<file path="src/rtl/drr_ram.sv">
`timescale 1ns / 1ps

module drr_ram #(
    parameter int WIDTH = 8,
    parameter int DEPTH = 64
) (
    input  logic                     aclk,
    input  logic                     wr_en,
    input  logic [$clog2(DEPTH)-1:0] wr_addr,
    input  logic [WIDTH-1:0]         wr_data,
    input  logic                     rd_en,
    input  logic [$clog2(DEPTH)-1:0] rd_addr,
    output logic [WIDTH-1:0]         rd_data
);

    logic [WIDTH-1:0] mem [DEPTH];
    logic [WIDTH-1:0] rd_data_reg;

    // Write port and registered read port; read data holds while rd_en is low
    always_ff @(posedge aclk) begin
        if (wr_en) begin
            mem[wr_addr] <= wr_data;
        end
        if (rd_en) begin
            rd_data_reg <= mem[rd_addr];
        end
    end

    assign rd_data = rd_data_reg;

endmodule

</file>
<file path="config.mk">
export PLATFORM = sky130hd
export DESIGN_NAME = drr_ram
export DESIGN_NICKNAME = d
export VERILOG_FILES = /design/src/rtl/drr_ram.sv
export SDC_FILE = /design/constraint.sdc
export NUM_CORES = 1
export LEC_CHECK = 0
export BUFFER_PORTS_ARGS = -buffer_cell sky130_fd_sc_hd__clkbuf_2
export CAP_MARGIN = 20
export CORE_MARGIN = 4
export CORE_UTILIZATION = 40
export DETAILED_ROUTE_END_ITERATION = 10
export HOLD_SLACK_MARGIN = 0.15
export PLACE_DENSITY_LB_ADDON = 0.12
export SLEW_MARGIN = 20
export SYNTH_ARGS = -nofsm -noshare
export SYNTH_HDL_FRONTEND = slang
export SYNTH_SLANG_ARGS = --single-unit
</file>
<file path="constraint.sdc">
create_clock -name aclk -period 5 [get_ports aclk]
set_input_delay 0.25 -clock aclk [delete_from_list [all_inputs] [get_ports aclk]]
set_output_delay 0.25 -clock aclk [all_outputs]
set_load 0.05 [all_outputs]
</file>
==> results.ini <==
[drt]
route.detailed.drc=0
firstDrtPassIters=7
vias=9534
post_drt_wl_per_cell_microns=28.61
avgViaCountPerCell=5.549
wl_microns=49160
antenna_left=0
drtIter0Drc=959

[clock_network]
cts.sinks=520
cts_buffer_depth=3
cts_root_buffer=clkbuf_16
clk_pin_slew_ps=60
cts_resized=0
cts-buffers-inserted=54
clkLatencyLatePin_ps=590
cts_tree=built
postCtsHoldBufs=0
postCtsSetupBuffers=0
cts_max_level=2

[pwr]
power_density_mw_per_mm2=400.0
irDropWorstVdd_mv=0.2671
p_leak_nw=7.049

[synth]
syn-cell-area_sq_mm=0.02025
seq_area_frac_synth_pct=77.12
syn_nets=963
ys_warn_count=0
ys_ff_latch=520
postSynthAreaPerCell_sq_um=21.54
syn_inst=940
synth.distinct_cells=39

[floorplanning]
pin_count=31
core_area_sq_mm=0.05007
dieArea_sq_mm=0.05428
rows=82
start_util_pct=40.44
fp.dieH_microns=233.0
fp.dieW_microns=233.0

[sta]
period_needed_ps=2430
fin_skew_ps=13.19
rsz0062_at_grt=no
tightest_slew_ps=1001
tns_ps=0
hold_viol_final=0
clock.fmax_mhz=411.5
setup_slack_ps=2570
finalSetupViolations=0
drv_slew=0
period_share_pct=48.60
slew_headroom_pct=32.99
holdWs_ps=208.6

[status]
status=completed

[placed_design]
placed_cell_area_sq_mm=0.02115
dpl.hpwl_microns=29750
gp_congestion=0.7978
port_buffers=30
pre_cts_ws_ps=1927
dp_cells=1616

[layout]
syn2layout_area_growth_pct=12.75
largest_reg_flops=512
layout_common_cells=520 x edfxtp_1, 126 x mux4_2, 83 x nor2_1
final_area_sq_mm=0.02283
layout_commonest_cell=edfxtp_1
drive_gt1_share_pct=26.46
fin_cells=1718
nNetsFinal=1023

[setup_path]
arrival_ps=2740
rrSetupSlack_ps=2820
crit_fanout=55
worstSetupStartpointType=input pin
required_ps=5310
rr_startpoint=mem[46][1]$_DFFE_PP_
crit_type=input pin to register
crit_start=rd_addr[0]
endpoint_kind=register

[worst_hold_path]
hold_class=input pin to register
hold_path_startpoint=wr_addr[1]

[run]
cap_viol_max_count=0

[global_routing]
grt_pass1_wl_microns=71820
grt_overflow=0
grt_max_degree=65
antenna_found_initial=5
grt_usage_pct=18.45
grt_pass1_vias=9935

-- through the flow --
| step | total power (W) | utilization [%] |
|---|---|---|
| after global placement | 0.005424 | 42.24 |
| after global routing | 0.009443 | 45.58 |
| after detailed placement | 0.005425 | 42.24 |
| after CTS | 0.009227 | 45.58 |
| final | 0.009130 | 45.59 |
| after floorplan | 0.005212 | - |
-- logic make-up (layout without fill, tap and decap cells) --
kind of cell / count (synthesis) / in the layout / synth area share, %
compound gates: 54 / 54 / 2.064
buf+inv: 51 / 154 / 1.563
flops: 520 / 520 / 77.12
mux: 162 / 162 / 15.88
other cells: 0 / 3 / 0
simple gates: 153 / 153 / 3.374
-- cell usage after synthesis, drive strengths merged --
cell type    n  share of area, %
a2111oi      2             0.087
a211oi       4              0.15
a21oi        3             0.074
a221oi       6              0.26
a22oi        3              0.11
a31oi        1             0.031
and2         1             0.031
buf         34               1.2
clkbuf      17              0.32
edfxtp     520                77
mux2        13              0.72
mux2i       23               1.1
mux4       126                14
nand2       19              0.35
nand2b       7              0.22
nand3       13              0.32
nand3b       3              0.11
nand4        2             0.062
nand4b       1             0.043
nor2        83               1.5
nor2b       14              0.43
nor3         7              0.17
nor4         2             0.062
o2111ai      3              0.13
o21a         2             0.074
o21ai        4             0.099
o221a        2              0.11
o221ai       8              0.35
o22ai        8              0.25
o2bb2ai      3              0.13
o311ai       1             0.043
o32ai        2             0.087
o41ai        2             0.087
or3          1             0.031
-- power breakdown --
part / total (W) / internal [W] / leakage (nW) / switching (W)
sequential: 0.00485 / 0.00484 / 4.69 / 0.0000138
combinational: 0.000473 / 0.000165 / 1.54 / 0.000308
clock: 0.00381 / 0.00217 / 0.827 / 0.00164
total: 0.00913 / 0.00717 / 7.05 / 0.00196
-- layer usage --
metal	GRT usage [%]	up-vias	routed length [microns]
met5	0	-	21
met4	5.641	4	1191
met3	3.232	71	2648
met2	28.53	272	22940
met1	27.03	5119	22360
li1	-	4068	-
-- area by class of cell --
class | count | area (sq um)
antenna | 3 | 7.507
clock buffer | 67 | 1464
multi-input combinational | 369 | 4318
sequential | 520 | 15620
fill | 4243 | 27240
tap | 672 | 840.8
clock inverter | 32 | 206.4
timing repair buffer | 55 | 376.6
-- final timing paths --
kind,to,cells after the start
max reg2reg,rd_data[1]$_DFFE_PP_,4
min,mem[49][1]$_DFFE_PP_,2
max,rd_data[6]$_DFFE_PP_,7
min reg2reg,rd_data[1]$_DFFE_PP_,4
-- worst max-delay path, stage by stage --
cell,delay (ps)
clkbuf_8,550
buf_4,330
mux4_2,530
mux2_2,290
o221a_2,290
nor3_1,290
o32ai_1,130
Power figures use the tool's default switching activity.
