===== src/rtl/drr_pkg.sv =====
`timescale 1ns / 1ps

package drr_pkg;

    // Field widths of one input item and one result item
    localparam int ADDR_W   = 32;
    localparam int LEN_W    = 16;
    localparam int FILL_W   = 32;
    localparam int SLOT_W   = 6;
    localparam int OP_W     = 2;
    localparam int KIND_W   = 3;
    localparam int TOTAL_W  = 17;

    // Pass limits and register reset
    localparam int          MAX_RESULTS  = 64;
    localparam int          CNT_W        = 7;
    localparam logic [15:0] BUDGET_RESET = 16'd40960;

    // Transfer operation codes
    localparam logic [OP_W-1:0] OP_COPY32 = 2'd0;
    localparam logic [OP_W-1:0] OP_FILL32 = 2'd1;
    localparam logic [OP_W-1:0] OP_COPY16 = 2'd2;
    localparam logic [OP_W-1:0] OP_FILL16 = 2'd3;

    typedef enum logic [KIND_W-1:0] {
        KIND_CLEAR    = 3'd0,
        KIND_COPY     = 3'd1,
        KIND_FILL     = 3'd2,
        KIND_PROCESS  = 3'd3,
        KIND_WAIT_ONE = 3'd4,
        KIND_WAIT_ALL = 3'd5
    } kind_t;

    typedef enum logic [2:0] {
        ST_IDLE,
        ST_DECODE,
        ST_SEARCH,
        ST_PCHECK,
        ST_PREAD,
        ST_FINISH,
        ST_EMIT
    } state_t;

    // One input item
    typedef struct packed {
        logic [KIND_W-1:0] kind;
        logic [ADDR_W-1:0] src_addr;
        logic [ADDR_W-1:0] dest_addr;
        logic [LEN_W-1:0]  byte_count;
        logic              wide;
        logic [FILL_W-1:0] fill_word;
        logic [SLOT_W-1:0] slot_index;
    } req_t;

    // One stored descriptor; aux is the source of a copy or the value of a fill
    typedef struct packed {
        logic [OP_W-1:0]   op;
        logic [LEN_W-1:0]  len;
        logic [ADDR_W-1:0] dest;
        logic [FILL_W-1:0] aux;
    } desc_t;

    localparam int DESC_W = $bits(desc_t);

    // One result item, without the last marker
    typedef struct packed {
        logic              accepted;
        logic [SLOT_W-1:0] slot;
        logic              busy_res;
        logic              xfer_valid;
        logic [OP_W-1:0]   xfer_op;
        logic [ADDR_W-1:0] xfer_src;
        logic [ADDR_W-1:0] xfer_dest;
        logic [LEN_W-1:0]  xfer_bytes;
        logic [FILL_W-1:0] xfer_fill;
    } result_t;

    // Busy map commands, one per cycle at most
    typedef struct packed {
        logic set;
        logic clr;
        logic wipe;
    } map_cmd_t;

    function automatic result_t desc_to_result(desc_t d);
        result_t r;
        r            = '0;
        r.xfer_valid = 1'b1;
        r.xfer_op    = d.op;
        r.xfer_src   = d.op[0] ? '0 : d.aux;
        r.xfer_dest  = d.dest;
        r.xfer_bytes = d.len;
        r.xfer_fill  = d.op[0] ? d.aux : '0;
        return r;
    endfunction

endpackage


===== src/rtl/drr_slot_map.sv =====
`timescale 1ns / 1ps

module drr_slot_map #(
    parameter int RING_DEPTH = 64,
    parameter int IDX_W      = 6
) (
    input  logic             aclk,
    input  logic             aresetn,
    input  drr_pkg::map_cmd_t cmd,
    input  logic [IDX_W-1:0] idx,
    input  logic [IDX_W-1:0] query_idx,
    output logic             idx_busy,
    output logic             query_busy,
    output logic             any_busy,
    output logic             full
);
    import drr_pkg::*;

    localparam int CNT_MAP_W = $clog2(RING_DEPTH + 1);

    logic [RING_DEPTH-1:0] busy_reg, busy_next;
    logic [CNT_MAP_W-1:0]  cnt_reg, cnt_next;

    // One busy bit per slot (nonzero length) and a running count of busy slots
    always_comb begin
        busy_next = busy_reg;
        cnt_next  = cnt_reg;
        if (cmd.wipe) begin
            busy_next = '0;
            cnt_next  = '0;
        end else if (cmd.set) begin
            busy_next[idx] = 1'b1;
            cnt_next       = cnt_reg + CNT_MAP_W'(1);
        end else if (cmd.clr) begin
            busy_next[idx] = 1'b0;
            cnt_next       = cnt_reg - CNT_MAP_W'(1);
        end
    end

    always_ff @(posedge aclk) begin
        if (!aresetn) begin
            busy_reg <= '0;
            cnt_reg  <= '0;
        end else begin
            busy_reg <= busy_next;
            cnt_reg  <= cnt_next;
        end
    end

    assign idx_busy   = busy_reg[idx];
    assign query_busy = busy_reg[query_idx];
    assign any_busy   = (cnt_reg != '0);
    assign full       = (cnt_reg == CNT_MAP_W'(RING_DEPTH));

endmodule


===== config.mk =====
export PLATFORM = sky130hd
export DESIGN_NAME = drr_slot_map
export DESIGN_NICKNAME = d
export VERILOG_FILES = /design/src/rtl/drr_pkg.sv /design/src/rtl/drr_slot_map.sv
export SDC_FILE = /design/constraint.sdc
export NUM_CORES = 1
export LEC_CHECK = 0
export BUFFER_PORTS_ARGS = -buffer_cell sky130_fd_sc_hd__buf_2
export CELL_PAD_IN_SITES_DETAIL_PLACEMENT = 1
export CELL_PAD_IN_SITES_GLOBAL_PLACEMENT = 2
export CORE_ASPECT_RATIO = 2
export CORE_UTILIZATION = 38
export DETAILED_ROUTE_END_ITERATION = 16
export PLACE_DENSITY = 0.86
export SETUP_SLACK_MARGIN = 0.4
export SLEW_MARGIN = 20
export SYNTH_ARGS = -nofsm -noshare
export SYNTH_HDL_FRONTEND = slang
export SYNTH_SLANG_ARGS = --single-unit

===== constraint.sdc =====
create_clock -name aclk -period 2.85 [get_ports aclk]
set_input_delay 0.285 -clock aclk [delete_from_list [all_inputs] [get_ports aclk]]
set_output_delay 0.285 -clock aclk [all_outputs]
set_load 0.1 [all_outputs]

==> results.sh <==
export IMPL_highest_layer="met4"
export IMPL_max_vdd_ir_drop_uv=694
export IMPL_final_util_pct=45.2
export IMPL_yosysUniqueCellTypes=49
export IMPL_num_rows=54
export IMPL_crit_chain="mux2_2 > a221oi_2 > a21oi_1 > nor2_1 > o22ai_1 > or4_4 > buf_12"
export IMPL_multiInputGateArea_um2=2640
export IMPL_drt_wl_total_um=14400
export IMPL_min_to="cnt_reg[6]"
export IMPL_die_height_um=152
export IMPL_cp_end_kind="output port"
export IMPL_post_drt_wl_per_cell_um=22.2
export IMPL_holdPathStages=3
export IMPL_power_w=0.00276
export IMPL_crit_arrival_ns=2.17
export IMPL_fin_skew_ns=0.00286
export IMPL_cap_viol_max_count=0
export IMPL_nets=526
export IMPL_syn_inst=502
export IMPL_drc=0
export IMPL_path_buf_inv=1
export IMPL_ant_nets=0
export IMPL_grt_pass1_vias=4177
export IMPL_dr_total_vias=4043
export IMPL_crit_slowest_cell="or4_4"
export IMPL_critical_path_max_fanout=3
export IMPL_fin_area_um2=4920
export IMPL_power_density_nw_per_um2=561
export IMPL_area_growth_pct=15.4
export IMPL_clockRootBuffer="clkbuf_16"
export IMPL_hold_path_class="input port to register"
export IMPL_drt_iter0_drc=280
export IMPL_cts_inserted_buffers=9
export IMPL_cts_sinks=71
export IMPL_routed_wl_met3_um=535
export IMPL_htree_levels=3
export IMPL_grt_ovfl_total=0
export IMPL_switching_power_w=0.000708
export IMPL_maxSlewViolCount=0
export IMPL_die_w_um=76.9
export IMPL_gp_congestion=0.867
export IMPL_yosysWarningCount=0
export IMPL_wl_met1_um=5400
export IMPL_ff2ff_path_depth=8
export IMPL_core_um2=10900
export IMPL_grt_pass1_wl_um=22400
export IMPL_fmax_mhz=407
export IMPL_clock_path_buffers=2
export IMPL_netSwitchingFraction_pct=25.6
export IMPL_wl_met2_um=7940
export IMPL_power_share_clock_pct=51.3
export IMPL_avgSynthCellArea_um2=8.49
export IMPL_pwr_share_comb_pct=12.1
export IMPL_post_dp_cell_area_um2=4480
export IMPL_viasPerCell=6.24
export IMPL_r2r_end="cnt_reg[6]"
export IMPL_leakage_nw=1.62
export IMPL_cp_slowest_stage_delay_ns=0.52
export IMPL_clock_latency_ns=0.34
export IMPL_rsz0062_at_grt="yes"
export IMPL_dr_pass1_iters=5
export IMPL_relSlewSlack_pct=48.3
export IMPL_ios=21
export IMPL_synth_nets=525
export IMPL_num_fill_cells=1287
export IMPL_p_int_w=0.00205
export IMPL_seqPwrFrac_pct=36.6
export IMPL_ys_ff_latch=71
export IMPL_layout_cells_most_common="dfxtp_1"
export IMPL_critPathLaunchType="register"
export IMPL_dp_hpwl_um=9950
export IMPL_cp_required_ns=2.57
export IMPL_die_area_um2=11700
export IMPL_start_util_pct=39.2
export IMPL_rr_startpoint="cnt_reg[0]"
export IMPL_path_delay_family="simple AND/OR/NAND/NOR gates"
export IMPL_ys_seq_area_share_pct=33.4
export IMPL_ff2ff_setup_slack_ns=0.68
export IMPL_num_antenna_cells=0
export IMPL_finalCritPeriodShare_pct=86.2
export IMPL_critPathKind="register to output port"
export IMPL_grt_max_degree=70
export IMPL_numPortBuffers=20
export IMPL_tns_ns=0
export IMPL_syn_area_um2=4260
export IMPL_layout_common_cells="dfxtp_1, a21oi_1, o21ai_0, or3_1, nor2_1"
export IMPL_drive_gt1_share_pct=19.1
export IMPL_antenna_found_initial=0
export IMPL_grt_usage_pct=25.7
export IMPL_tightest_slew_ns=0.776
export IMPL_hold_path_startpoint="aresetn"
export IMPL_post_route_min_period_ns=2.46
export IMPL_seq_area_um2=1430
export IMPL_outcome="finished clean"
export IMPL_tritoncts="done"
export IMPL_hold_violations=0
export IMPL_setup_viol=0
export IMPL_clk_pin_slew_ns=0.06
metal layers:
layer | vias to the layer above | GRT usage, %
met4 | 0 | 13.5
met5 | - | 0
met3 | 40 | 4.55
met1 | 2030 | 25.9
met2 | 113 | 49.5
li1 | 1860 | -
layout make-up:
| type | count | share of cell area, % |
|---|---|---|
| well taps | 140 | 3.56 |
| inverters | 5 | 0.382 |
| flip-flops and latches | 71 | 29.0 |
| repair buffers | 39 | 5.83 |
| clock buffers | 9 | 4.58 |
| multi-input cells | 377 | 53.7 |
| clock inverters | 7 | 2.95 |
worst reg2reg max path, cell delays in order (launching register included):
cell	delay [ns]
dfxtp_1	0.35
inv_1	0.09
fa_1	0.42
nor2b_1	0.17
o21ai_0	0.13
a21boi_0	0.39
mux2i_1	0.27
o21ai_0	0.10
nor3b_1	0.14
cells by family (layout without fill, tap and decap cells):
kind of cell,after synthesis,in the layout,share of synthesized area [%]
AOI/OAI and AO/OA,151,151,19.6
xor gates and xnor gates,2,2,0.411
adders and majority gates,6,6,1.94
buffers and inverters,54,60,5.52
DFF,71,71,33.4
muxes,50,50,18.1
and+or+nand+nor,168,168,21.1
stage by stage:
stage / std cells / hold slack [ns] / worst slack, ns
finish: 648 / 0.292 / 0.392
global route: 648 / 0.322 / 0.323
CTS: 648 / 0.300 / 0.330
detailed placement: 631 / 0.466 / 0.117
floorplan: 502 / 0.438 / 0.320
global placement: 631 / 0.457 / 0.171
worst max-delay path by stage:
stage / startpoint / slack, ns / to / cells after the start
after floorplan: query_idx[0] / 0.32 / query_busy / 7
after global placement: idx[1] / 0.17 / idx_busy / 6
after detailed placement: idx[1] / 0.12 / idx_busy / 6
after CTS: register / 0.33 / idx_busy / 7
after global routing: register / 0.32 / idx_busy / 7
final: register / 0.39 / idx_busy / 7
synth_stat cells (all sizes together):
master / n / area (µm²)
a21oi: 67 / 335
nor3b: 4 / 30.0
a211oi: 1 / 7.51
and3: 2 / 12.5
a21boi: 1 / 7.51
a2bb2oi: 1 / 8.76
nor2b: 8 / 50.1
or2: 2 / 12.5
a31oi: 2 / 12.5
nor3: 7 / 35.0
mux2: 9 / 101
o211ai: 1 / 7.51
buf: 20 / 108
ha: 5 / 62.6
or3: 51 / 319
o31ai: 1 / 7.51
inv: 5 / 18.8
nor2: 39 / 146
a21o: 1 / 7.51
xnor2: 2 / 17.5
nor4b: 2 / 17.5
nor4: 2 / 12.5
nand3b: 4 / 30.0
fa: 1 / 20.0
o2111ai: 1 / 8.76
nand2: 26 / 97.6
a22o: 1 / 8.76
a22oi: 6 / 45.0
o21ai: 56 / 280
clkbuf: 29 / 109
mux4: 20 / 458
nand4: 4 / 25.0
nand2b: 3 / 18.8
or4b: 1 / 10.0
dfxtp: 71 / 1420
nand3: 7 / 35.0
nand4b: 1 / 8.76
or4: 2 / 15.0
a311o: 1 / 10.0
and2: 1 / 6.26
o22ai: 6 / 37.5
mux2i: 21 / 210
a221oi: 5 / 50.0
or3b: 2 / 17.5
power by group through the flow:
stage	sequential (W)	combinational (W)	clock (W)
finish	0.00101	0.000335	0.00142
global route	0.00101	0.000354	0.00147
CTS	0.00101	0.000332	0.00143
detailed placement	0.00103	0.000322	0
global placement	0.00103	0.000314	0
floorplan	0.00103	0.000235	0
timing repair:
item / 4_1_cts / 5_1_grt
pin swaps: 2 / 2
endpoints found under the setup margin: 2 / 1
buffers inserted: 1 / 0
gates resized for setup: 11 / 7
endpoints found under the hold margin: 0 / 0
hold buffers: 0 / 0
No activity file was read; power rests on OpenSTA's default activity.
