File: config.mk
export PLATFORM = sky130hd
export DESIGN_NAME = drr_ctrl
export DESIGN_NICKNAME = d
export VERILOG_FILES = /design/src/rtl/drr_pkg.sv /design/src/rtl/drr_ctrl.sv
export SDC_FILE = /design/constraint.sdc
export NUM_CORES = 1
export LEC_CHECK = 0
export BUFFER_PORTS_ARGS = -buffer_cell sky130_fd_sc_hd__buf_2
export CORE_MARGIN = 2
export CORE_UTILIZATION = 52
export DETAILED_ROUTE_END_ITERATION = 6
export PLACE_DENSITY = 0.79
export SETUP_SLACK_MARGIN = 0.5
export SYNTH_ARGS = -nofsm -noshare
export SYNTH_HDL_FRONTEND = slang
export SYNTH_SLANG_ARGS = --single-unit
File: constraint.sdc
create_clock -name aclk -period 21.2 [get_ports aclk]
set_input_delay 6.36 -clock aclk [delete_from_list [all_inputs] [get_ports aclk]]
set_output_delay 6.36 -clock aclk [all_outputs]
set_load 0.01 [all_outputs]
File: src/rtl/drr_pkg.sv
`timescale 1ns / 1ps

package drr_pkg;

    // Field widths of one input item and one result item
    localparam int ADDR_W   = 32;
    localparam int LEN_W    = 16;
    localparam int FILL_W   = 32;
    localparam int SLOT_W   = 6;
    localparam int OP_W     = 2;
    localparam int KIND_W   = 3;
    localparam int TOTAL_W  = 17;

    // Pass limits and register reset
    localparam int          MAX_RESULTS  = 64;
    localparam int          CNT_W        = 7;
    localparam logic [15:0] BUDGET_RESET = 16'd40960;

    // Transfer operation codes
    localparam logic [OP_W-1:0] OP_COPY32 = 2'd0;
    localparam logic [OP_W-1:0] OP_FILL32 = 2'd1;
    localparam logic [OP_W-1:0] OP_COPY16 = 2'd2;
    localparam logic [OP_W-1:0] OP_FILL16 = 2'd3;

    typedef enum logic [KIND_W-1:0] {
        KIND_CLEAR    = 3'd0,
        KIND_COPY     = 3'd1,
        KIND_FILL     = 3'd2,
        KIND_PROCESS  = 3'd3,
        KIND_WAIT_ONE = 3'd4,
        KIND_WAIT_ALL = 3'd5
    } kind_t;

    typedef enum logic [2:0] {
        ST_IDLE,
        ST_DECODE,
        ST_SEARCH,
        ST_PCHECK,
        ST_PREAD,
        ST_FINISH,
        ST_EMIT
    } state_t;

    // One input item
    typedef struct packed {
        logic [KIND_W-1:0] kind;
        logic [ADDR_W-1:0] src_addr;
        logic [ADDR_W-1:0] dest_addr;
        logic [LEN_W-1:0]  byte_count;
        logic              wide;
        logic [FILL_W-1:0] fill_word;
        logic [SLOT_W-1:0] slot_index;
    } req_t;

    // One stored descriptor; aux is the source of a copy or the value of a fill
    typedef struct packed {
        logic [OP_W-1:0]   op;
        logic [LEN_W-1:0]  len;
        logic [ADDR_W-1:0] dest;
        logic [FILL_W-1:0] aux;
    } desc_t;

    localparam int DESC_W = $bits(desc_t);

    // One result item, without the last marker
    typedef struct packed {
        logic              accepted;
        logic [SLOT_W-1:0] slot;
        logic              busy_res;
        logic              xfer_valid;
        logic [OP_W-1:0]   xfer_op;
        logic [ADDR_W-1:0] xfer_src;
        logic [ADDR_W-1:0] xfer_dest;
        logic [LEN_W-1:0]  xfer_bytes;
        logic [FILL_W-1:0] xfer_fill;
    } result_t;

    // Busy map commands, one per cycle at most
    typedef struct packed {
        logic set;
        logic clr;
        logic wipe;
    } map_cmd_t;

    function automatic result_t desc_to_result(desc_t d);
        result_t r;
        r            = '0;
        r.xfer_valid = 1'b1;
        r.xfer_op    = d.op;
        r.xfer_src   = d.op[0] ? '0 : d.aux;
        r.xfer_dest  = d.dest;
        r.xfer_bytes = d.len;
        r.xfer_fill  = d.op[0] ? d.aux : '0;
        return r;
    endfunction

endpackage

File: src/rtl/drr_ctrl.sv
`timescale 1ns / 1ps

module drr_ctrl #(
    parameter int RING_DEPTH = 64,
    parameter int IDX_W      = 6
) (
    input  logic                      aclk,
    input  logic                      aresetn,
    // input items
    input  logic                      in_valid,
    output logic                      in_ready,
    input  drr_pkg::req_t             in_req,
    // budget register
    input  logic                      cfg_we,
    input  logic [15:0]               cfg_wdata,
    // result items
    output logic                      out_valid,
    input  logic                      out_ready,
    output drr_pkg::result_t          out_res,
    output logic                      out_last,
    // descriptor memory
    output logic                      ram_we,
    output logic [IDX_W-1:0]          ram_waddr,
    output drr_pkg::desc_t            ram_wdata,
    output logic                      ram_re,
    output logic [IDX_W-1:0]          ram_raddr,
    input  drr_pkg::desc_t            ram_rdata,
    // busy map
    output drr_pkg::map_cmd_t         map_cmd,
    output logic [IDX_W-1:0]          map_idx,
    output logic [IDX_W-1:0]          map_query_idx,
    input  logic                      map_idx_busy,
    input  logic                      map_query_busy,
    input  logic                      map_any_busy,
    input  logic                      map_full
);
    import drr_pkg::*;

    localparam int                EXT_W = IDX_W + SLOT_W;
    localparam logic [IDX_W-1:0]  LAST_POS = IDX_W'(RING_DEPTH - 1);

    state_t               state_reg, state_next;
    req_t                 req_reg, req_next;
    logic [IDX_W-1:0]     cursor_reg, cursor_next;
    logic [IDX_W-1:0]     pos_reg, pos_next;
    logic [TOTAL_W-1:0]   total_reg, total_next;
    logic [CNT_W-1:0]     count_reg, count_next;
    logic                 pend_valid_reg, pend_valid_next;
    result_t              pend_reg, pend_next;
    result_t              res_reg, res_next;
    logic [15:0]          budget_reg;
    logic                 out_valid_reg;
    result_t              out_res_reg;
    logic                 out_last_reg;

    logic                 out_free;
    logic                 out_load;
    result_t              out_res_next;
    logic                 out_last_next;
    logic [IDX_W-1:0]     pos_inc;
    logic [EXT_W-1:0]     pos_ext;
    logic [EXT_W-1:0]     qidx_ext;
    logic [TOTAL_W-1:0]   sum;
    desc_t                new_desc;

    assign out_free = !out_valid_reg || out_ready;
    assign pos_inc  = (pos_reg == LAST_POS) ? '0 : pos_reg + IDX_W'(1);
    assign pos_ext  = EXT_W'(pos_reg);
    assign qidx_ext = EXT_W'(req_reg.slot_index);
    assign sum      = total_reg + TOTAL_W'(ram_rdata.len);

    // Descriptor built from the latched request
    always_comb begin
        new_desc.len  = req_reg.byte_count;
        new_desc.dest = req_reg.dest_addr;
        if (kind_t'(req_reg.kind) == KIND_COPY) begin
            new_desc.op  = req_reg.wide ? OP_COPY32 : OP_COPY16;
            new_desc.aux = req_reg.src_addr;
        end else begin
            new_desc.op  = req_reg.wide ? OP_FILL32 : OP_FILL16;
            new_desc.aux = req_reg.fill_word;
        end
    end

    assign map_idx       = pos_reg;
    assign map_query_idx = qidx_ext[IDX_W-1:0];
    assign ram_waddr     = pos_reg;
    assign ram_raddr     = pos_reg;
    assign ram_wdata     = new_desc;

    // Sequencer: next state, memory and map commands, result loading
    always_comb begin
        state_next      = state_reg;
        req_next        = req_reg;
        cursor_next     = cursor_reg;
        pos_next        = pos_reg;
        total_next      = total_reg;
        count_next      = count_reg;
        pend_valid_next = pend_valid_reg;
        pend_next       = pend_reg;
        res_next        = res_reg;
        in_ready        = 1'b0;
        ram_we          = 1'b0;
        ram_re          = 1'b0;
        map_cmd         = '0;
        out_load        = 1'b0;
        out_res_next    = '0;
        out_last_next   = 1'b0;

        unique case (state_reg)
            ST_IDLE: begin
                in_ready = 1'b1;
                if (in_valid) begin
                    req_next   = in_req;
                    state_next = ST_DECODE;
                end
            end

            ST_DECODE: begin
                res_next   = '0;
                state_next = ST_EMIT;
                unique case (kind_t'(req_reg.kind))
                    KIND_CLEAR: begin
                        map_cmd.wipe = 1'b1;
                        cursor_next  = '0;
                    end
                    KIND_COPY, KIND_FILL: begin
                        // full ring: not accepted, nothing changes
                        if (!map_full) begin
                            pos_next   = cursor_reg;
                            state_next = ST_SEARCH;
                        end
                    end
                    KIND_PROCESS: begin
                        pos_next        = cursor_reg;
                        total_next      = '0;
                        count_next      = '0;
                        pend_valid_next = 1'b0;
                        state_next      = ST_PCHECK;
                    end
                    KIND_WAIT_ONE: begin
                        res_next.busy_res = (qidx_ext < EXT_W'(RING_DEPTH)) && map_query_busy;
                    end
                    KIND_WAIT_ALL: begin
                        res_next.busy_res = map_any_busy;
                    end
                    default: begin
                        // unused kinds give one empty result
                    end
                endcase
            end

            // Walk one slot a cycle from the cursor to the first empty one
            ST_SEARCH: begin
                if (!map_idx_busy) begin
                    ram_we            = 1'b1;
                    map_cmd.set       = (req_reg.byte_count != '0);
                    res_next          = '0;
                    res_next.accepted = 1'b1;
                    res_next.slot     = pos_ext[SLOT_W-1:0];
                    state_next        = ST_EMIT;
                end else begin
                    pos_next = pos_inc;
                end
            end

            // Process pass: look at the busy bit, then read the descriptor
            ST_PCHECK: begin
                if (count_reg == CNT_W'(MAX_RESULTS) || !map_idx_busy) begin
                    state_next = ST_FINISH;
                end else begin
                    ram_re     = 1'b1;
                    state_next = ST_PREAD;
                end
            end

            ST_PREAD: begin
                if (sum > TOTAL_W'(budget_reg)) begin
                    // over budget: descriptor stays queued
                    state_next = ST_FINISH;
                end else if (!pend_valid_reg || out_free) begin
                    // the held transfer is known not to be the last one
                    if (pend_valid_reg) begin
                        out_load     = 1'b1;
                        out_res_next = pend_reg;
                    end
                    pend_valid_next = 1'b1;
                    pend_next       = desc_to_result(ram_rdata);
                    map_cmd.clr     = 1'b1;
                    total_next      = sum;
                    count_next      = count_reg + CNT_W'(1);
                    pos_next        = pos_inc;
                    state_next      = ST_PCHECK;
                end
            end

            ST_FINISH: begin
                if (out_free) begin
                    out_load      = 1'b1;
                    out_res_next  = pend_valid_reg ? pend_reg : '0;
                    out_last_next = 1'b1;
                    cursor_next   = pos_reg;
                    state_next    = ST_IDLE;
                end
            end

            ST_EMIT: begin
                if (out_free) begin
                    out_load      = 1'b1;
                    out_res_next  = res_reg;
                    out_last_next = 1'b1;
                    state_next    = ST_IDLE;
                end
            end

            default: begin
                state_next = ST_IDLE;
            end
        endcase
    end

    // Control registers
    always_ff @(posedge aclk) begin
        if (!aresetn) begin
            state_reg      <= ST_IDLE;
            cursor_reg     <= '0;
            pend_valid_reg <= 1'b0;
            budget_reg     <= BUDGET_RESET;
            out_valid_reg  <= 1'b0;
        end else begin
            state_reg      <= state_next;
            cursor_reg     <= cursor_next;
            pend_valid_reg <= pend_valid_next;
            if (cfg_we) begin
                budget_reg <= cfg_wdata;
            end
            if (out_load) begin
                out_valid_reg <= 1'b1;
            end else if (out_ready) begin
                out_valid_reg <= 1'b0;
            end
        end
    end

    // Payload registers
    always_ff @(posedge aclk) begin
        req_reg   <= req_next;
        pos_reg   <= pos_next;
        total_reg <= total_next;
        count_reg <= count_next;
        pend_reg  <= pend_next;
        res_reg   <= res_next;
        if (out_load) begin
            out_res_reg  <= out_res_next;
            out_last_reg <= out_last_next;
        end
    end

    assign out_valid = out_valid_reg;
    assign out_res   = out_res_reg;
    assign out_last  = out_last_reg;

endmodule

==> flow_summary.toml, run 1 <==
[placement]
dp_hpwl_mm = 26.10
dp_slack_ns = 4.220
place_congestion = 0.8148
portBuffers = 465

[power]
power_density_nw_per_um2 = 112.9
power_leakage_nw = 8.108
p_total_w = 0.002344
vdd_drop_max_uv = 113.3

[cells_and_area]
drive_above_1_share_pct = 37.76
fin_util_pct = 63.96
seqCellArea_sq_um = 12490
mostFrequentLayoutCell = "buf_2"
fillers = 2353
fin_nets = 1766
multiInputGateArea_sq_um = 3805
final_cell_mix = "465 x buf_2, 398 x edfxtp_1, 175 x and2_1"
area_growth_pct = 21.72
largest_register_ffs = 123

[timing]
setup_viol_count_final = 0
finalCritPeriodShare_pct = 80.60
slew_headroom_pct = 24.94
clock_skew_ns = 0.01450
hold_viol = 0
setup_ws_ns = 4.114
setup-tns-final_ns = 0
grt_setup_unrepaired = "no"
final-max-slew-violation-count = 0
worstMarginPinSlew_ns = 1.123
fin_crit_ns = 17.09
timing.fmax_ghz = 0.05853

[critical_path]
path_max_fanout = 6
cp_cell_sequence = "buf_2 -> ha_1 -> a211oi_1 -> o21ai_0 -> a211oi_1 -> nor2_1 -> o41ai_1 -> xnor2_1 -> ha_1 -> and4_1 -> nand4_1 -> o31ai_1 -> nand4_1 -> inv_1 -> buf_2"
crit_buf_inv = 3
cp-end-kind = "primary output"
max_stage_delay_ns = 0.88
crit_type = "input port to primary output"
crit_required_ns = 14.84
path_delay_family = "compound AO/OA/AOI/OAI gates"
cp-start-kind = "input port"
crit_arrival_ns = 10.73
crit_slowest_cell = "o31ai_1"

[global_route]
grtUsageMet1_pct = 24.98
grt_pass1_vias = 9875
track_usage_pct = 20.91
globalRoute.busiestLayer = "met2"
use_met3_pct = 6.115
grt_max_degree = 116
grt.met2_usage_pct = 36.19
grt_pass1_wl_mm = 54.35
grt_overflow = 0
antenna_found_initial = 5

[drt]
wirelength_mm = 36.94
vias = 9961
post_drt_wl_per_cell_microns = 18.62
avgViaCountPerCell = 5.021
drcViolationCount = 0
drt_iter0_markers = 603
ant_nets = 0
firstDrtPassIters = 5

[die]
rows = 66
die_x_microns = 185.1
dieArea_sq_um = 34260
ios = 466
initial_core_util_pct = 52.55
chipHeight_microns = 185.1
core_sq_um = 32450

[cts]
clock-root-buffer = "clkbuf_16"
clk_pin_slew_ns = 0.06
cts_setup_buffers = 0
post_cts_resize_count = 0
cts_sinks = 425
clockBufferDepth = 3
cts_inserted_buffers = 44
ctsHoldBuffers = 0
cts_tree = "yes"
insertion_delay_ns = 0.54
cts_max_level = 2

[job]
drv_cap = 0

[worst_hold_path]
hold_class = "register to register"

[synth]
yosysUniqueCellTypes = 60
synthFlopType = "edfxtp_1"
yosysWarnings = 0
synth_enable_flop_cells = 398
synthCells = 1084
synthArstFlopShare_pct = 0
synth-seq-area-share_pct = 73.25
ys_ff_latch = 425
syn_nets = 1349
syn_area_per_cell_sq_um = 15.73
syn-cell-area_sq_um = 17050

[outcome]
status = "complete, no violations"
per-stage QoR:
stage	cell area (sq um)	instances	hold slack (ns)
2_1_floorplan	17050	1084	0.4614
3_3_place_gp	19310	1897	0.4827
3_5_place_dp	19310	1897	0.4870
4_1_cts	20740	1978	0.4982
5_1_grt	20750	1981	0.5144
6_report	20760	1984	0.4950
layout make-up:
cell class / count / area share, %
diodes: 6 / 0.07233
flip-flops and latches: 425 / 60.18
inverters: 26 / 0.4822
clock buffers: 54 / 5.690
repair buffers: 470 / 11.39
well taps: 442 / 2.664
multi-input cells: 534 / 18.33
clock inverters: 27 / 1.187
path summary, 6_finish.rpt:
check	start	to	slack, ns	cells after the start
worst max-delay path	ram_rdata[65]	map_cmd[1]	4.11	15
worst max register to register	total_reg[1]$_SDFFCE_PN0P_	out_res[100]$_DFFE_PP_	14.87	15
worst min-delay path	budget_reg[15]$_SDFFE_PN1P_	budget_reg[15]$_SDFFE_PN1P_	0.49	2
worst min register to register	budget_reg[15]$_SDFFE_PN1P_	budget_reg[15]$_SDFFE_PN1P_	0.49	2
synthesized netlist by cell type (all sizes together) (2+ instances only):
master	count	share of area, %
nor3	5	0.15
nor2	26	0.57
a22oi	7	0.31
o22ai	2	0.073
nand4	4	0.15
and3	6	0.22
nand2b	7	0.26
mux2	34	2.2
nor4	5	0.18
ha	35	2.6
a21o	7	0.31
nor2b	54	2.0
a31o	2	0.15
o31ai	4	0.18
or2	3	0.11
edfxtp	398	70
xor2	9	0.51
nand2	30	0.66
mux2i	15	0.88
and2	176	6.5
xnor2	11	0.56
inv	26	0.57
a211oi	4	0.25
o21ai	23	0.74
dfxtp	27	3.2
a21oi	18	0.53
o21a	7	0.31
buf	74	3.4
nor3b	4	0.18
a21boi	2	0.088
o211ai	2	0.088
nand3	11	0.32
clkbuf	25	0.59
a31oi	4	0.23
report_power, final:
part	leakage [nW]	internal (W)	switching, W
combinational	3.52	0.000157	0.000282
clock	0.698	0.000446	0.000306
sequential	3.89	0.00110	0.0000554
total	8.11	0.00170	0.000643
worst register-to-register path, cell delays in order, from the launching register on:
cell and delay (ns):
edfxtp_1 0.42, ha_1 0.31, a211oi_1 0.29, o21ai_0 0.23
a211oi_1 0.52, nor2_1 0.11, o41ai_1 0.34, xnor2_1 0.17
ha_1 0.32, and4_1 0.19, nand4_1 0.13, o31ai_1 0.88
a311oi_1 0.28, nor3b_2 0.24, buf_4 0.61, buf_4 0.81
per-layer routing:
metal	vias to the layer above	part of all wire (%)
met4	0	2.6
met1	4834	39
li1	4698	-
met3	64	7.9
met2	365	51
met5	-	0
logic make-up after synthesis:
kind of cell	share of synthesized area [%]
buffers and inverters	4.512
adders and majority gates	2.685
xor gates and xnor gates	1.071
AOI/OAI and AO/OA	3.837
muxes	3.125
DFF	73.25
and+or+nand+nor	11.52
No activity file was read; power rests on OpenSTA's default activity.
==> inputs of run 2 (changes only) <==
==> constraint.sdc (replaced) <==
create_clock -name aclk -period 17.05 [get_ports aclk]
set_input_delay 5.115 -clock aclk [delete_from_list [all_inputs] [get_ports aclk]]
set_output_delay 5.115 -clock aclk [all_outputs]
set_load 0.01 [all_outputs]
==> run 2 against run 1 <==
Sequential power grew 25%; worst hold slack gained 0.00088 ns; first-iteration DRC count rose by 24%; sequential share of layout area is 0.11 points higher; critical path depth is the same; critical path type unchanged.
==> flow_summary.toml, run 2 (same netlist as run 1, synthesis figures left out) <==
[drt]
drt_iter0_markers = 748
firstDrtPassIters = 5
avgViaCountPerCell = 5.042
post_drt_wl_per_cell_microns = 19.10
drcViolationCount = 0
wirelength_mm = 37.89
vias = 10000
ant_nets = 0

[global_route]
grt_max_degree = 116
track_usage_pct = 21.75
antenna_found_initial = 10
grt_overflow = 0
grt_pass1_wl_mm = 56.01
grt_pass1_vias = 10020

[cells_and_area]
fin_util_pct = 63.84
fin_nets = 1765
mostFrequentLayoutCell = "buf_2"
largest_register_ffs = 123
area_growth_pct = 21.50
drive_above_1_share_pct = 37.44
fin_area_sq_um = 20720
final_cell_mix = "465 x buf_2, 398 x edfxtp_1, 175 x and2_1"

[die]
chipHeight_microns = 185.1
rows = 66
initial_core_util_pct = 52.55
core_sq_um = 32450
die_x_microns = 185.1
dieArea_sq_um = 34260
ios = 466

[critical_path]
cp-end-kind = "primary output"
cp-start-kind = "input port"
crit_arrival_ns = 9.35
path_max_fanout = 6
crit_type = "input port to primary output"
crit_required_ns = 11.93

[timing]
hold_viol = 0
timing.fmax_ghz = 0.06915
worstMarginPinSlew_ns = 1.185
holdWs_ns = 0.4958
setup_viol_count_final = 0
setup-tns-final_ns = 0
finalCritPeriodShare_pct = 84.82
grt_setup_unrepaired = "no"
clock_skew_ns = 0.009156
slew_headroom_pct = 20.97
final-max-slew-violation-count = 0
fin_crit_ns = 14.46

[outcome]
status = "complete, no violations"

[cts]
cts_inserted_buffers = 43
cts_max_level = 2
clockBufferDepth = 3
insertion_delay_ns = 0.56
clock-root-buffer = "clkbuf_16"
ctsHoldBuffers = 0
post_cts_resize_count = 0
cts_sinks = 425
clk_pin_slew_ns = 0.06
cts_setup_buffers = 0
cts_tree = "yes"

[placement]
dp_hpwl_mm = 26.44
portBuffers = 465
dpl_cell_area_sq_um = 19320
place_congestion = 0.8275

[power]
power_leakage_nw = 8.081
power_density_nw_per_um2 = 140.5
p_total_w = 0.002912
vdd_drop_max_uv = 106.1

[job]
drv_cap = 0

[worst_hold_path]
hold_class = "register to register"
[run 2: cell types whose count changed in the layout (fill, tap and decap cells not counted), sizes merged]
cell | before | now
bufinv | 4 | 5
clkbuf | 54 | 58
clkinv | 20 | 13
clkinvlp | 1 | 0
diode | 6 | 9
[run 2: area by class of cell]
| type | count | area [sq um] |
|---|---|---|
| clock buffer | 58 | 1142 |
| fill | 2335 | 11730 |
| tap | 442 | 553.0 |
| antenna | 9 | 22.52 |
| clock inverter | 20 | 234.0 |
| inverter | 26 | 100.1 |
| multi-input combinational | 534 | 3811 |
| timing repair buffer | 470 | 2365 |
| sequential | 425 | 12490 |
[run 2: stage by stage]
stage | setup WS (ns) | cells
floorplan | 3.594 | 1084
global placement | 2.775 | 1897
detailed placement | 2.649 | 1897
CTS | 2.616 | 1975
global route | 2.199 | 1981
finish | 2.588 | 1984
[run 2: report_power, final]
part | internal [W] | switching, W
sequential | 0.00137 | 0.0000699
combinational | 0.000196 | 0.000356
clock | 0.000547 | 0.000377
total | 0.00211 | 0.000803
[run 2: worst paths after layout]
path	start	endpoint	slack, ns	depth (start not counted)
setup / recovery	ram_rdata[65]	map_cmd[1]	2.59	15
hold / removal	budget_reg[15]$_SDFFE_PN1P_	budget_reg[15]$_SDFFE_PN1P_	0.50	2
setup reg to reg	total_reg[1]$_SDFFCE_PN0P_	out_res[20]$_DFFE_PP_	10.87	15
hold reg to reg	budget_reg[15]$_SDFFE_PN1P_	budget_reg[15]$_SDFFE_PN1P_	0.50	2
[run 2: critical path: stages]
cell and delay (ns):
buf_2 0.13, ha_1 0.31, a211oi_1 0.32, o21ai_0 0.23, a211oi_1 0.42, nor2_1 0.12
o41ai_1 0.34, xnor2_1 0.18, ha_1 0.32, and4_1 0.19, nand4_1 0.12, o31ai_1 0.83
nand4_1 0.44, inv_1 0.12, buf_2 0.17
[run 2: metal layers]
layer / up-vias / share of wire (%) / global-route usage (%) / routed length, microns
li1: 4709 / - / - / -
met1: 4812 / 38 / 25.42 / 14240
met2: 402 / 49 / 36.25 / 18670
met3: 76 / 10 / 8.396 / 3843
met4: 4 / 2.9 / 8.540 / 1112
met5: - / 0.063 / 0 / 24
==> inputs of run 3 (changes only) <==
--- a/config.mk
+++ b/config.mk
@@ -5,11 +5,12 @@
 export SDC_FILE = /design/constraint.sdc
 export NUM_CORES = 1
 export LEC_CHECK = 0
+export ABC_AREA = 1
 export BUFFER_PORTS_ARGS = -buffer_cell sky130_fd_sc_hd__buf_2
 export CORE_MARGIN = 2
-export CORE_UTILIZATION = 52
+export CORE_UTILIZATION = 53
 export DETAILED_ROUTE_END_ITERATION = 6
-export PLACE_DENSITY = 0.79
+export PLACE_DENSITY = 0.8
 export SETUP_SLACK_MARGIN = 0.5
 export SYNTH_ARGS = -nofsm -noshare
 export SYNTH_HDL_FRONTEND = slang
==> constraint.sdc (replaced) <==
create_clock -name aclk -period 13.6 [get_ports aclk]
set_input_delay 4.08 -clock aclk [delete_from_list [all_inputs] [get_ports aclk]]
set_output_delay 4.08 -clock aclk [all_outputs]
set_load 0.01 [all_outputs]
==> run 3 against run 2 <==
Via count rose by 10%; clock power up 20%; power increased by 26%; synthesized area is 1.0% higher; combinational power up 38%; worst setup slack worse by 0.63 ns; clock skew up 0.0053 ns; non-clock buffer count increased by 2; worst hold slack got worse by 0.028 ns; global-route usage rose by 0.34 points; sequential cell count unchanged; first-iteration DRC count increased by 4.0%; critical endpoint unchanged; highest routed layer unchanged.
==> flow_summary.toml, run 3 <==
[placement]
portBuffers = 465
place_congestion = 1.004
dpl.cell_count = 2189
dp_hpwl_mm = 27.59

[synth]
synth_commonest_cells = "398 x edfxtp_1, 279 x inv_1, 223 x nor2_1, 113 x nand2_1, 71 x buf_4"
yosysWarnings = 0
synth-seq-area-share_pct = 72.51
synth_area_leaders = "edfxtp_1 69%, inv_1 6.1%, nor2_1 4.9%"
yosysUniqueCellTypes = 42
synthFlopType = "edfxtp_1"
ys_ff_latch = 425
syn_nets = 1635
synthCells = 1370
syn_area_per_cell_sq_um = 12.58
synth_top_area_share_pct = 69.37
synth_enable_flop_cells = 398
synthMostInstantiatedCell = "edfxtp_1"
post-synth-top-area-cell = "edfxtp_1"
syn-cell-area_sq_um = 17230
synthArstFlopShare_pct = 0

[critical_path]
crit_required_ns = 9.52
cp-start-kind = "input port"
rr_worst_depth = 27
max_stage_delay_ns = 0.42
cp_common_cell = "nand2_1"
r2r_setup_slack_ns = 8.20
crit_buf_inv = 5
cp_cell_sequence = "buf_2 -> ha_1 -> fa_1 -> nand3_1 -> nand2_1 -> nand2_1 -> nand2_1 -> a21boi_0 -> o21ai_0 -> a21oi_1 -> xor2_1 -> inv_1 -> ha_1 -> a21o_1 -> a21oi_1 -> nand2_1 -> nand2_1 -> nand3_1 -> inv_2 -> o21ai_0 -> inv_1 -> buf_2"
path_max_fanout = 4
crit_type = "input port to primary output"
crit_arrival_ns = 7.56
path_delay_family = "compound AO/OA/AOI/OAI gates"
cp-end-kind = "primary output"
r2r_start = "total_reg[1]$_SDFFCE_PN0P_"
crit_slowest_cell = "fa_1"
r2r-end = "out_res[41]$_DFFE_PP_"

[global_route]
grt_pass1_wl_mm = 57.19
grt_max_degree = 93
grt_overflow = 0
antenna_found_initial = 9
grt_pass1_vias = 11040
track_usage_pct = 22.09

[drt]
drt_iter0_markers = 778
ant_nets = 0
drcViolationCount = 0
post_drt_wl_per_cell_microns = 16.93
avgViaCountPerCell = 4.862
wirelength_mm = 38.42
vias = 11030
firstDrtPassIters = 4

[die]
core_sq_um = 32290
initial_core_util_pct = 53.36
dieArea_sq_um = 33960
chipHeight_microns = 184.3
rows = 66
ios = 466
die_x_microns = 184.3

[timing]
final-max-slew-violation-count = 0
grt_setup_unrepaired = "no"
slew_headroom_pct = 24.85
worstMarginPinSlew_ns = 1.127
fin_crit_ns = 11.64
setup-tns-final_ns = 0
timing.fmax_ghz = 0.08589
hold_viol = 0
clock_skew_ns = 0.01447
setup_viol_count_final = 0
finalCritPeriodShare_pct = 85.61

[cells_and_area]
fin_nets = 2057
final_cell_mix = "465 x buf_2, 398 x edfxtp_1, 278 x inv_1"
largest_register_ffs = 123
area_growth_pct = 21.22
drive_above_1_share_pct = 31.23
fin_cells = 2269
mostFrequentLayoutCell = "buf_2"
fillers = 2329
seqCellArea_sq_um = 12490
multiInputGateArea_sq_um = 3065

[cts]
cts_inserted_buffers = 43
clock-root-buffer = "clkbuf_16"
clockBufferDepth = 3
cts_max_level = 2
ctsHoldBuffers = 0
post_cts_resize_count = 0
cts_sinks = 425
insertion_delay_ns = 0.54
cts_setup_buffers = 0
cts_tree = "yes"
clk_pin_slew_ns = 0.06

[worst_hold_path]
hold_class = "register to register"
min_to = "budget_reg[3]$_SDFFE_PN0P_"
min_path_cells = 2
min_from = "budget_reg[3]$_SDFFE_PN0P_"

[outcome]
status = "complete, no violations"

[job]
drv_cap = 0

[power]
power_density_nw_per_um2 = 175.1
vdd_drop_max_uv = 178.8
power_leakage_nw = 9.365
run 3: logic make-up after synthesis:
kind of cell	Yosys count	synth area share, %
flip-flops	425	72.51
multiplexers	32	2.092
AO/OA/AOI/OAI	96	3.101
AND/OR/NAND/NOR	389	9.028
buffers and inverters	377	9.848
adder cells (fa/ha/maj)	36	2.658
XOR/XNOR	15	0.7626
run 3: stage by stage:
stage | total power, W | worst slack, ns | hold slack (ns) | util (%) | instance area, sq um
floorplan | 0.002358 | 2.474 | 0.4347 | - | 17230
global placement | 0.002537 | 2.074 | 0.4532 | 60.55 | 19550
detailed placement | 0.002566 | 1.968 | 0.4643 | 60.55 | 19550
CTS | 0.003679 | 1.951 | 0.4727 | 64.64 | 20870
global route | 0.003822 | 1.456 | 0.5023 | 64.66 | 20880
finish | 0.003656 | 1.957 | 0.4676 | 64.68 | 20880
run 3: power by group:
part	total (W)	internal (W)	switching (W)
combinational	0.000759	0.000250	0.000508
clock	0.00111	0.000643	0.000466
sequential	0.00179	0.00171	0.0000828
total	0.00366	0.00260	0.00106
run 3: worst min-delay path: cells and delay by family, from the launching register on:
kind            cells  cell delay (ns)
buf+inv             1             0.06
compound gates      1             0.06
flops               1             0.29
run 3: final cells by class:
class | instances | share of cell area, %
multi-input cells | 568 | 14.68
well taps | 442 | 2.648
flip-flops and latches | 425 | 59.82
clock inverters | 18 | 0.7130
inverters | 282 | 5.081
clock buffers | 57 | 5.608
repair buffers | 472 | 11.40
diodes | 5 | 0.05991
run 3: how the worst max path moves through the flow:
stage                                   endpoint  cells past startpoint     startpoint  slack [ns]
final                                 map_cmd[1]                     22  ram_rdata[64]        1.96
after CTS                             map_cmd[1]                     22  ram_rdata[64]        1.95
after floorplan           out_last$_SDFFCE_PN0P_                     20  ram_rdata[64]        2.47
after global routing                  map_cmd[1]                     22  ram_rdata[64]        1.46
after detailed placement              map_cmd[1]                     22  ram_rdata[64]        1.97
after global placement                map_cmd[1]                     22  ram_rdata[64]        2.07
run 3: layer usage:
layer	wire length (microns)	track usage [%]	part of all wire [%]	vias up
met4	1414	9.152	3.7	6
met5	37	0	0.096	-
li1	-	-	-	5285
met3	3315	6.145	8.6	94
met2	19320	38.61	50	491
met1	14330	25.67	37	5157
